### src/design/lsch_pkg.sv
`default_nettype none
package lsch_pkg;

	localparam logic [2:0] OP_LOAD    = 3'd0;
	localparam logic [2:0] OP_UNBLOCK = 3'd1;
	localparam logic [2:0] OP_TICK    = 3'd2;
	localparam logic [2:0] OP_BLOCK   = 3'd3;
	localparam logic [2:0] OP_EXIT    = 3'd4;

	localparam logic [0:0] CFG_QUANTUM = 1'd0;
	localparam logic [0:0] CFG_SEED    = 1'd1;

	localparam logic [31:0] LFSR_TAPS = 32'h8020_0003;

	// controller to datapath commands
	typedef struct packed {
		logic capture;     // latch op and slot
		logic do_event;    // apply load, unblock, tick or exit bookkeeping
		logic div_start;   // start compensation division
		logic do_block;    // apply block bookkeeping using quotient
		logic raffle_start;// step lfsr unless pool is zero, start modulo
		logic walk_start;  // begin slot walk
		logic walk_step;   // examine one slot
		logic emit;        // drive result strobe
	} lsch_cmd_t;

	// datapath to controller status
	typedef struct packed {
		logic is_sched;    // captured op is tick, block or exit
		logic ignore;      // captured op is dropped without effect
		logic need_raffle; // event requires a raffle
		logic is_block;
		logic div_done;
		logic walk_done;
		logic pool_zero;
	} lsch_sts_t;

endpackage
`default_nettype wire

### src/design/lottery_scheduler_top.sv
// Lottery scheduler: pulse start with op and task_slot while busy is low. Load
// and unblock keep busy high for one cycle and give no result. Tick, and block
// or exit while a task runs, give one result on next_task/idle marked by done
// for a single cycle, in the first cycle with busy low again; the receiver
// cannot stall and must take it then. A raffle runs lfsr mod pool in the shared
// 32-bit serial divider, then walks the slots; a block first adds a division
// for the compensation tickets. Write config only while busy is low.
`default_nettype none
module lottery_scheduler_top #(
	parameter int unsigned MAX_TASKS   = 16,
	parameter int unsigned TICKET_BITS = 8
) (
	input  wire logic        clk,
	input  wire logic        arst_n,
	input  wire logic        start,
	output logic             busy,
	input  wire logic [2:0]  op,
	input  wire logic [3:0]  task_slot,
	input  wire logic        cfg_we,
	input  wire logic        cfg_idx,
	input  wire logic [31:0] cfg_data,
	output logic             done,
	output logic [3:0]       next_task,
	output logic             idle
);

	lsch_pkg::lsch_cmd_t cmd;
	lsch_pkg::lsch_sts_t sts;

	lsch_ctrl u_ctrl (
		.clk(clk), .arst_n(arst_n), .start(start), .busy(busy), .cmd(cmd), .sts(sts)
	);

	lsch_dp #(.MAX_TASKS(MAX_TASKS), .TICKET_BITS(TICKET_BITS)) u_dp (
		.clk(clk), .arst_n(arst_n), .op(op), .task_slot(task_slot),
		.cfg_we(cfg_we), .cfg_idx(cfg_idx), .cfg_data(cfg_data),
		.cmd(cmd), .sts(sts), .valid(done), .next_task(next_task), .idle(idle)
	);

`ifndef ASSERT_OFF
	a_done_after_emit: assert property (@(posedge clk) disable iff (!arst_n)
		cmd.emit |=> done) else $error("result strobe missing");
	a_done_single: assert property (@(posedge clk) disable iff (!arst_n)
		done |=> !done) else $error("result strobe longer than one cycle");
	a_idle_task_zero: assert property (@(posedge clk) disable iff (!arst_n)
		done && idle |-> next_task == 4'd0) else $error("idle with nonzero task");
`endif

endmodule
`default_nettype wire

### src/design/lsch_ctrl.sv
`default_nettype none
module lsch_ctrl (
	input  wire logic              clk,
	input  wire logic              arst_n,
	input  wire logic              start,
	output logic                   busy,
	output lsch_pkg::lsch_cmd_t    cmd,
	input  lsch_pkg::lsch_sts_t    sts
);

	typedef enum logic [7:0] {
		ST_IDLE   = 8'b0000_0001,
		ST_DECODE = 8'b0000_0010,
		ST_DIV    = 8'b0000_0100,
		ST_BLOCK  = 8'b0000_1000,
		ST_RAFFLE = 8'b0001_0000,
		ST_MOD    = 8'b0010_0000,
		ST_WALK   = 8'b0100_0000,
		ST_EMIT   = 8'b1000_0000
	} state_t;

	state_t state_q, state_d;

	always_ff @(posedge clk or negedge arst_n) begin
		if (!arst_n)
			state_q <= ST_IDLE;
		else
			state_q <= state_d;
	end

	always_comb begin
		state_d = state_q;
		cmd = '0;
		unique case (state_q)
			ST_IDLE: begin
				if (start) begin
					cmd.capture = 1'b1;
					state_d = ST_DECODE;
				end
			end
			ST_DECODE: begin
				if (sts.ignore) begin
					state_d = ST_IDLE;
				end else if (!sts.is_sched) begin
					cmd.do_event = 1'b1;
					state_d = ST_IDLE;
				end else if (sts.is_block) begin
					cmd.div_start = 1'b1;
					state_d = ST_DIV;
				end else begin
					cmd.do_event = 1'b1;
					state_d = sts.need_raffle ? ST_RAFFLE : ST_EMIT;
				end
			end
			ST_DIV: begin
				if (sts.div_done) begin
					cmd.do_block = 1'b1;
					state_d = ST_RAFFLE;
				end
			end
			ST_BLOCK: state_d = ST_RAFFLE;
			ST_RAFFLE: begin
				cmd.raffle_start = 1'b1;
				state_d = sts.pool_zero ? ST_EMIT : ST_MOD;
			end
			ST_MOD: begin
				if (sts.div_done) begin
					cmd.walk_start = 1'b1;
					state_d = ST_WALK;
				end
			end
			ST_WALK: begin
				cmd.walk_step = 1'b1;
				if (sts.walk_done)
					state_d = ST_EMIT;
			end
			ST_EMIT: begin
				cmd.emit = 1'b1;
				state_d = ST_IDLE;
			end
			default: state_d = ST_IDLE;
		endcase
	end

	assign busy = (state_q != ST_IDLE);

endmodule
`default_nettype wire

### src/design/lsch_div.sv
`default_nettype none
// restoring divider, one quotient bit a cycle
module lsch_div #(
	parameter int unsigned W = 32
) (
	input  wire logic         clk,
	input  wire logic         arst_n,
	input  wire logic         go,
	input  wire logic [W-1:0] dividend,
	input  wire logic [W-1:0] divisor,
	output logic              done,
	output logic [W-1:0]      quotient,
	output logic [W-1:0]      remainder
);

	localparam int unsigned CW = $clog2(W + 1);

	logic [W-1:0]  num_q, den_q, quo_q, rem_q;
	logic [CW-1:0] cnt_q;
	logic          run_q;
	logic [W:0]    trial;

	assign trial = {rem_q, num_q[W-1]} - {1'b0, den_q};

	always_ff @(posedge clk or negedge arst_n) begin
		if (!arst_n) begin
			run_q <= 1'b0;
			cnt_q <= '0;
		end else if (go) begin
			run_q <= 1'b1;
			cnt_q <= CW'(W);
		end else if (run_q) begin
			cnt_q <= cnt_q - 1'b1;
			if (cnt_q == CW'(1))
				run_q <= 1'b0;
		end
	end

	always_ff @(posedge clk) begin
		if (go) begin
			num_q <= dividend;
			den_q <= divisor;
			quo_q <= '0;
			rem_q <= '0;
		end else if (run_q) begin
			num_q <= {num_q[W-2:0], 1'b0};
			if (!trial[W]) begin
				rem_q <= trial[W-1:0];
				quo_q <= {quo_q[W-2:0], 1'b1};
			end else begin
				rem_q <= {rem_q[W-2:0], num_q[W-1]};
				quo_q <= {quo_q[W-2:0], 1'b0};
			end
		end
	end

	assign done      = !run_q && !go;
	assign quotient  = quo_q;
	assign remainder = rem_q;

endmodule
`default_nettype wire

### src/design/lsch_dp.sv
`default_nettype none
module lsch_dp #(
	parameter int unsigned MAX_TASKS   = 16,
	parameter int unsigned TICKET_BITS = 8
) (
	input  wire logic              clk,
	input  wire logic              arst_n,
	input  wire logic [2:0]        op,
	input  wire logic [3:0]        task_slot,
	input  wire logic              cfg_we,
	input  wire logic              cfg_idx,
	input  wire logic [31:0]       cfg_data,
	input  lsch_pkg::lsch_cmd_t    cmd,
	output lsch_pkg::lsch_sts_t    sts,
	output logic                   valid,
	output logic [3:0]             next_task,
	output logic                   idle
);

	localparam int unsigned SW = (MAX_TASKS > 1) ? $clog2(MAX_TASKS) : 1;
	localparam int unsigned PW = TICKET_BITS + SW;
	localparam int unsigned CNT_W = $clog2(MAX_TASKS + 1);
	localparam logic [TICKET_BITS-1:0] CAP = '1;

	logic [7:0]  quantum_q;
	logic [31:0] lfsr_q;
	logic [MAX_TASKS-1:0] valid_q, blocked_q;
	logic [TICKET_BITS-1:0] tickets_q [MAX_TASKS];
	logic [PW-1:0]  pool_q;
	logic [7:0]     qcount_q;
	logic [SW-1:0]  run_q;
	logic           run_idle_q;
	logic [2:0]     op_q;
	logic           slot_ok_q;
	logic [SW-1:0]  sidx_q;
	logic [CNT_W-1:0] widx_q;
	logic [PW-1:0]  acc_q, draw_q;
	logic           found_q, out_v_q;

	logic [7:0]  qinc;
	logic [TICKET_BITS-1:0] cur_t, sel_t;
	logic        div_go, div_done;
	logic [31:0] div_a, div_b, div_q, div_r;
	logic [7:0]  rem8;
	logic [31:0] lfsr_next;
	logic [PW:0] acc_n;
	logic [SW-1:0] widx;
	logic [TICKET_BITS:0] tsum;

	assign qinc  = qcount_q + 8'd1;
	assign cur_t = tickets_q[run_q];
	assign sel_t = tickets_q[sidx_q];
	assign rem8  = quantum_q - qinc;
	assign lfsr_next = {1'b0, lfsr_q[31:1]} ^ (lfsr_q[0] ? lsch_pkg::LFSR_TAPS : 32'd0);
	assign widx  = widx_q[SW-1:0];
	assign acc_n = {1'b0, acc_q} + {{(PW+1-TICKET_BITS){1'b0}}, tickets_q[widx]};

	// ceil(q/rem) = (q + rem - 1) / rem; modulo shares the unit
	assign div_go = cmd.div_start || cmd.raffle_start;
	assign div_a = cmd.raffle_start ? lfsr_next
		: 32'({1'b0, quantum_q} + {1'b0, rem8} - 9'd1);
	assign div_b = cmd.raffle_start ? 32'(pool_q) : {24'd0, rem8};

	lsch_div #(.W(32)) u_div (
		.clk(clk), .arst_n(arst_n), .go(div_go), .dividend(div_a),
		.divisor(div_b), .done(div_done), .quotient(div_q), .remainder(div_r)
	);

	always_comb begin
		sts = '0;
		sts.is_sched = (op_q == lsch_pkg::OP_TICK) || (op_q == lsch_pkg::OP_BLOCK)
			|| (op_q == lsch_pkg::OP_EXIT);
		sts.ignore = (op_q > lsch_pkg::OP_EXIT)
			|| (((op_q == lsch_pkg::OP_BLOCK) || (op_q == lsch_pkg::OP_EXIT)) && run_idle_q)
			|| (!sts.is_sched && !slot_ok_q);
		sts.is_block = (op_q == lsch_pkg::OP_BLOCK);
		if (op_q == lsch_pkg::OP_TICK)
			sts.need_raffle = run_idle_q ? (pool_q != '0) : (qinc >= quantum_q);
		else
			sts.need_raffle = 1'b1;
		sts.div_done  = div_done;
		sts.walk_done = found_q || (widx_q == CNT_W'(MAX_TASKS));
		sts.pool_zero = (pool_q == '0);
	end

	always_ff @(posedge clk or negedge arst_n) begin
		if (!arst_n) begin
			quantum_q  <= 8'd10;
			lfsr_q     <= 32'd1;
			valid_q    <= '0;
			blocked_q  <= '0;
			pool_q     <= '0;
			qcount_q   <= '0;
			run_q      <= '0;
			run_idle_q <= 1'b1;
			out_v_q    <= 1'b0;
			found_q    <= 1'b0;
			widx_q     <= '0;
		end else begin
			out_v_q <= cmd.emit;
			if (cfg_we) begin
				if (cfg_idx == lsch_pkg::CFG_QUANTUM)
					quantum_q <= cfg_data[7:0];
				else
					lfsr_q <= (cfg_data == 32'd0) ? 32'd1 : cfg_data;
			end
			if (cmd.do_event) begin
				unique case (op_q)
					lsch_pkg::OP_LOAD: begin
						if (!valid_q[sidx_q]) begin
							valid_q[sidx_q]   <= 1'b1;
							blocked_q[sidx_q] <= 1'b0;
							pool_q <= pool_q + PW'(1);
						end
					end
					lsch_pkg::OP_UNBLOCK: begin
						if (valid_q[sidx_q] && blocked_q[sidx_q]) begin
							blocked_q[sidx_q] <= 1'b0;
							pool_q <= pool_q + PW'(sel_t);
						end
					end
					lsch_pkg::OP_TICK: begin
						qcount_q <= sts.need_raffle ? 8'd0 : qinc;
					end
					lsch_pkg::OP_EXIT: begin
						qcount_q <= '0;
						pool_q <= (pool_q >= PW'(cur_t)) ? pool_q - PW'(cur_t) : '0;
						valid_q[run_q]   <= 1'b0;
						blocked_q[run_q] <= 1'b0;
					end
					default: ;
				endcase
			end
			if (cmd.do_block) begin
				qcount_q <= '0;
				blocked_q[run_q] <= 1'b1;
				pool_q <= (pool_q >= PW'(cur_t)) ? pool_q - PW'(cur_t) : '0;
			end
			if (cmd.raffle_start) begin
				if (pool_q == '0) begin
					run_idle_q <= 1'b1;
					run_q <= '0;
				end else begin
					lfsr_q <= lfsr_next;
				end
			end
			if (cmd.walk_start) begin
				widx_q  <= '0;
				found_q <= 1'b0;
			end else if (cmd.walk_step) begin
				if (widx_q == CNT_W'(MAX_TASKS)) begin
					run_idle_q <= 1'b1;
					run_q <= '0;
				end else if (!found_q) begin
					if (valid_q[widx] && !blocked_q[widx] && acc_n >= {1'b0, draw_q}) begin
						found_q    <= 1'b1;
						run_idle_q <= 1'b0;
						run_q      <= widx;
					end else begin
						widx_q <= widx_q + 1'b1;
					end
				end
			end
		end
	end

	assign tsum = {1'b0, cur_t} + {1'b0, TICKET_BITS'(div_q)};

	always_ff @(posedge clk) begin
		if (cmd.capture) begin
			op_q   <= op;
			slot_ok_q <= (32'(task_slot) < MAX_TASKS);
			sidx_q <= SW'(task_slot);
		end
		if (cmd.do_event) begin
			if (op_q == lsch_pkg::OP_LOAD && !valid_q[sidx_q])
				tickets_q[sidx_q] <= TICKET_BITS'(1);
			if (op_q == lsch_pkg::OP_EXIT)
				tickets_q[run_q] <= '0;
		end
		if (cmd.do_block) begin
			if (qinc < quantum_q) begin
				if ((div_q[31:TICKET_BITS] != '0) || tsum[TICKET_BITS])
					tickets_q[run_q] <= CAP;
				else
					tickets_q[run_q] <= tsum[TICKET_BITS-1:0];
			end
		end
		if (cmd.walk_start) begin
			draw_q <= PW'(div_r) + PW'(1);
			acc_q  <= '0;
		end else if (cmd.walk_step && !found_q && widx_q != CNT_W'(MAX_TASKS)) begin
			if (valid_q[widx] && !blocked_q[widx])
				acc_q <= acc_n[PW-1:0];
		end
	end

	assign valid     = out_v_q;
	assign next_task = run_idle_q ? 4'd0 : 4'(run_q);
	assign idle      = run_idle_q;

endmodule
`default_nettype wire
### config.mk
export PLATFORM = sky130hd
export DESIGN_NAME = lottery_scheduler_top
export DESIGN_NICKNAME = d
export VERILOG_FILES = /design/src/design/lsch_pkg.sv /design/src/design/lottery_scheduler_top.sv /design/src/design/lsch_ctrl.sv /design/src/design/lsch_div.sv /design/src/design/lsch_dp.sv
export SDC_FILE = /design/constraint.sdc
export NUM_CORES = 1
export LEC_CHECK = 0
export BUFFER_PORTS_ARGS = -buffer_cell sky130_fd_sc_hd__buf_2
export CORE_UTILIZATION = 50
export DETAILED_ROUTE_END_ITERATION = 7
export PLACE_DENSITY_LB_ADDON = 0.1
export SETUP_SLACK_MARGIN = 0.2
export SYNTH_ARGS = -nofsm -noshare
export SYNTH_HDL_FRONTEND = slang
export SYNTH_SLANG_ARGS = --single-unit
### constraint.sdc
create_clock -name clk -period 5.15 [get_ports clk]
set_input_delay 1.03 -clock clk [delete_from_list [all_inputs] [get_ports clk]]
set_output_delay 1.03 -clock clk [all_outputs]
set_load 0.005 [all_outputs]
==> summary by stage <==
Status
The run finished with clean final reports.

Timing
The worst path needs 4.79 ns of the cycle, external delays included. Measured against its own limit, the worst slew margin works out to 0.234. Setup repair after global routing could not meet its margin everywhere. The count of endpoints failing setup in the final report is 0. The hold violation count in the final report is 0. The worst-margin pin slew is ~1.1 ns. Clock skew on the completed layout was measured at 0.0231 ns. The final number of max-transition violations is 0. The fraction of the cycle the final worst path needs is 0.930.

For this run, the top clock speed supported by timing is approximately 210 MHz. Setup total negative slack on the finished layout was measured at 0 ns.

Synthesis
The most common cell in the netlist is sky130_fd_sc_hd__nor2_1. The warning count from the yosys run is 0. Of the synthesized area, sequential elements account for 0.455. Of all cell types, the one taking the most synthesized area is sky130_fd_sc_hd__edfxtp_1. Counting every net in the synthesized netlist gives around 2,200. Yosys mapped the design onto just under 80 distinct sky130hd cell types. The number of instances in the synthesized netlist is a little over 2,000. The share of synthesized registers carrying an async set or reset is 0.303. The flip-flop cell with the highest count after synthesis is sky130_fd_sc_hd__edfxtp_1. Synthesis inferred between 300 and 400 register bits. The synthesized netlist occupies a cell area of ~23,000 sq um. The average instance in the mapped netlist occupies about 11 sq um. The number of synthesized flops with an enable pin is between 150 and 200. The commonest cells after synthesis are 235 x sky130_fd_sc_hd__nor2_1, 191 x sky130_fd_sc_hd__edfxtp_1, 155 x sky130_fd_sc_hd__o21ai_0, 139 x sky130_fd_sc_hd__nand2_1, 133 x sky130_fd_sc_hd__mux4_2. The top-area cell type share of the netlist area is 0.253.

Ranked by total cell area, the synthesized netlist is headed by sky130_fd_sc_hd__edfxtp_1 25%, sky130_fd_sc_hd__mux4_2 13%, sky130_fd_sc_hd__dfrtp_1 12%.

Clock tree
The clock passes through at most 3 buffers. The root buffer cell chosen for the clock tree is sky130_fd_sc_hd__clkbuf_16. The CTS tree is yes.

The register clock-pin slew on the reported worst setup and hold paths is 0.06 ns. The TritonCTS buffer count is 44. The insertion delay of the later-clocked pin in the worst-skew pair is between 0.5 and 0.6 ns. The sink count of the clock tree is approximately 390. The H-tree was split into 2 levels.

The number of buffers inserted for hold repair after clock tree synthesis is 0.

Floorplan
The horizontal die dimension is 215 um. The initialized floorplan defines between 70 and 80 standard-cell rows. The die footprint is about 46,000 sq um. Measured along the y axis, the die boundary spans roughly 210 um.

The starting density of the core is 0.510. The core region area is ~44,000 sq um. The number of placed I/O pins is between 50 and 60.

Critical path
Data on the critical path is required at its endpoint by between 5 and 6 ns. The worst setup path is launched from a register. For this design, the slowest cell found on the critical path is sky130_fd_sc_hd__mux4_2. The critical path start-end classification is reg2reg. The maximum fanout count along the critical path is 7.

Among the stages of the critical path, the cell type that occurs most often is sky130_fd_sc_hd__mux4_2. On the worst path, the slowest cell contributes a delay of 0.51 ns. Walking the worst path, the cells encountered are buf_12 > clkbuf_16 > mux4_2 > mux4_2 > inv_1 > fa_2 > nor2b_1 > o21ai_1 > a21boi_1 > o21a_1 > or3_1 > and2_4 > ha_4 > a21o_1 > a221o_1 > a31oi_4 > nor2_4 > buf_6 > o31a_1 > mux2i_1. The critical path endpoint category is a register.

Data on the critical path arrives at its endpoint at roughly 5.2 ns.

Route
Before antenna repair, the detailed router went through 5 iterations. The total number of vias is 17,000. The count of unresolved DRC violations after routing is 0. The detailed router finished its first iteration with roughly 1,600 violations. Dividing the detail-routed wire length by the instance count gives ~22 um. The number of routed nets with antenna violations is 0. The average vias per placed instance is around 6.3. The total wirelength of the detailed-routed design is ~59,000 um.

Run
Max-cap violations in this run came to 0.

Placement
The number of buffer cells added on primary ports is 50. Routability-driven placement finished with a final weighted congestion of just over 0.9. The cell count after placement is 2,627. After detailed placement, the total cell area comes to 23,700 sq um.

The post-DP HPWL is approximately 41,000 um.

Pwr
The analysis attributes to cell leakage a power of around 9.4 nW. The overall power of the completed layout is roughly 11 mW. The maximum resistive drop on vdd is 0.000286 V. In this run the power density over the cells is about 450 nW/um^2.

Global route
The number of antenna violations at the first check in global routing came to 0. The pin count of the biggest net entering global routing is 78. For this run the aggregate overflow at the end of global routing stands at 0. The number of global-route vias before repair is between 15,000 and 20,000.

The global-route wire length before repair is between 90,000 and 100,000 um. The all-layer global routing usage is 0.257.

Finish
Compared with the post-synthesis result, the final layout area differs by 12.3%. The final standard cell count with taps included and fillers excluded is between 2,000 and 3,000. Of the cells placed in the final design, the portion with a size suffix greater than 1 is 0.183. The repair_antennas step left the layout with diodes totalling 0. Measured on the finished design, the core utilization comes to 0.573. The number of nets in the finished design is about 2,200. After routing the design area is 25,400 sq um.

Hold path
The type of the tightest min-delay check is in2async.
-- placed cells by master, fill, tap and decap left out, drive strengths merged, types with 7 or more instances in the layout --
cell and count:
a211o 23, a211oi 32, a21o 20, a21oi 72
a221oi 30, a311oi 10, and2 13, and3 30
buf 123, clkbuf 64, clkinv 12, dfrtp 113
dfxtp 80, edfxtp 191, fa 7, ha 80
inv 69, mux2 17, mux2i 65, mux4 133
nand2 139, nand2b 36, nand3 32, nand4 14
nor2 235, nor2b 33, nor3 28, nor3b 7
nor4 25, o21a 24, o21ai 156, o22ai 19
o31a 7, o31ai 7, or2 7, or3 20
xnor2 44, xor2 35
-- path summary, 6_finish.rpt --
path	from	endpoint	slack, ns	cells past startpoint
min in group clk	u_dp.u_div.remainder[31]	u_dp.u_div.remainder[31]	0.48	2
max reg2reg	u_dp.widx_q[0]	u_dp.widx_q[0]	0.36	20
min	arst_n	u_dp.valid_q[2]	0.42	1
max	u_dp.widx_q[0]	u_dp.widx_q[0]	0.36	20
max in group asynchronous	arst_n	u_dp.lfsr_q[15]	3.69	2
min reg2reg	u_dp.u_div.remainder[31]	u_dp.u_div.remainder[31]	0.48	2
-- sequential cells by signal, indices dropped and copies added, names as in the netlist, named ones only --
| register | cells |
|---|---|
| u_dp.u_div.remainder | 32 |
| u_dp.u_div.quotient | 32 |
| u_dp.u_div.num_q | 32 |
| u_dp.widx_q | 5 |
| u_dp.qcount_q | 8 |
| u_dp.pool_q | 12 |
| u_dp.idle | 1 |
| u_dp.acc_q | 12 |
| u_dp.u_div.den_q | 12 |
| u_dp.found_q | 1 |
| u_dp.op_q | 3 |
| u_dp.quantum_q | 8 |
| u_ctrl.state_q | 7 |
| u_dp.valid_q | 16 |
| u_dp.draw_q | 12 |
| u_dp.blocked_q | 16 |
| u_dp.u_div.cnt_q | 6 |
| u_dp.lfsr_q | 32 |
| u_dp.u_div.run_q | 1 |
| u_dp.sidx_q | 4 |
| u_dp.tickets_q | 128 |
| u_dp.run_q | 4 |
| u_dp.valid | 1 |
-- through the flow --
step | setup WS [ns] | hold WS (ns)
2_1_floorplan | 0.249 | 0.458
3_3_place_gp | 0.126 | 0.473
3_5_place_dp | 0.0582 | 0.476
4_1_cts | 0.219 | 0.413
5_1_grt | 0.159 | 0.441
6_report | 0.363 | 0.420
-- per-layer routing --
layer | GRT usage | part of all wire | vias up
met2 | 0.414 | 0.48 | 649
met3 | 0.0367 | 0.066 | 114
li1 | - | - | 7810
met4 | 0.0762 | 0.026 | 0
met1 | 0.361 | 0.43 | 8460
met5 | 0 | 0 | -
-- worst max-delay path: cells and delay by family, from the launching register on --
family | cells | cell delay, ns
AOI/OAI and AO/OA | 7 | 1.54
adders and majority gates | 2 | 0.42
buffers and inverters | 4 | 0.50
DFF | 1 | 0.45
muxes | 3 | 1.15
and+or+nand+nor | 4 | 0.62
-- layout make-up --
cell class	instances	area, sq um
timing repair buffer	124	900
fill	3709	19000
multi-input combinational	1463	11800
sequential	389	10300
inverter	70	263
clock inverter	16	198
tap	592	741
clock buffer	63	1250
-- repair_timing --
item                                   4_1_cts  5_1_grt
setup endpoints to repair                    9       12
pin swaps                                    0        7
cloned                                       0        1
buffers inserted                             0       10
gates resized for setup                      4       23
endpoints found under the hold margin        0        0
-- power breakdown --
group          switching [mW]  leakage (nW)  internal [mW]  total, mW
combinational            2.23          5.13           1.74       3.96
sequential              0.533          3.60           3.76       4.29
clock                    1.27         0.711           1.94       3.20
-- logic make-up (layout without fill, tap and decap cells) --
logic type / count (synthesis) / after routing / synth area share
AO/OA/AOI/OAI: 447 / 447 / 0.129
XOR/XNOR: 79 / 79 / 0.0305
adder cells (fa/ha/maj): 87 / 87 / 0.0504
buffers and inverters: 186 / 273 / 0.0312
flip-flops: 389 / 389 / 0.455
multiplexers: 215 / 215 / 0.169
AND/OR/NAND/NOR: 635 / 635 / 0.135
Power figures use the tool's default switching activity.
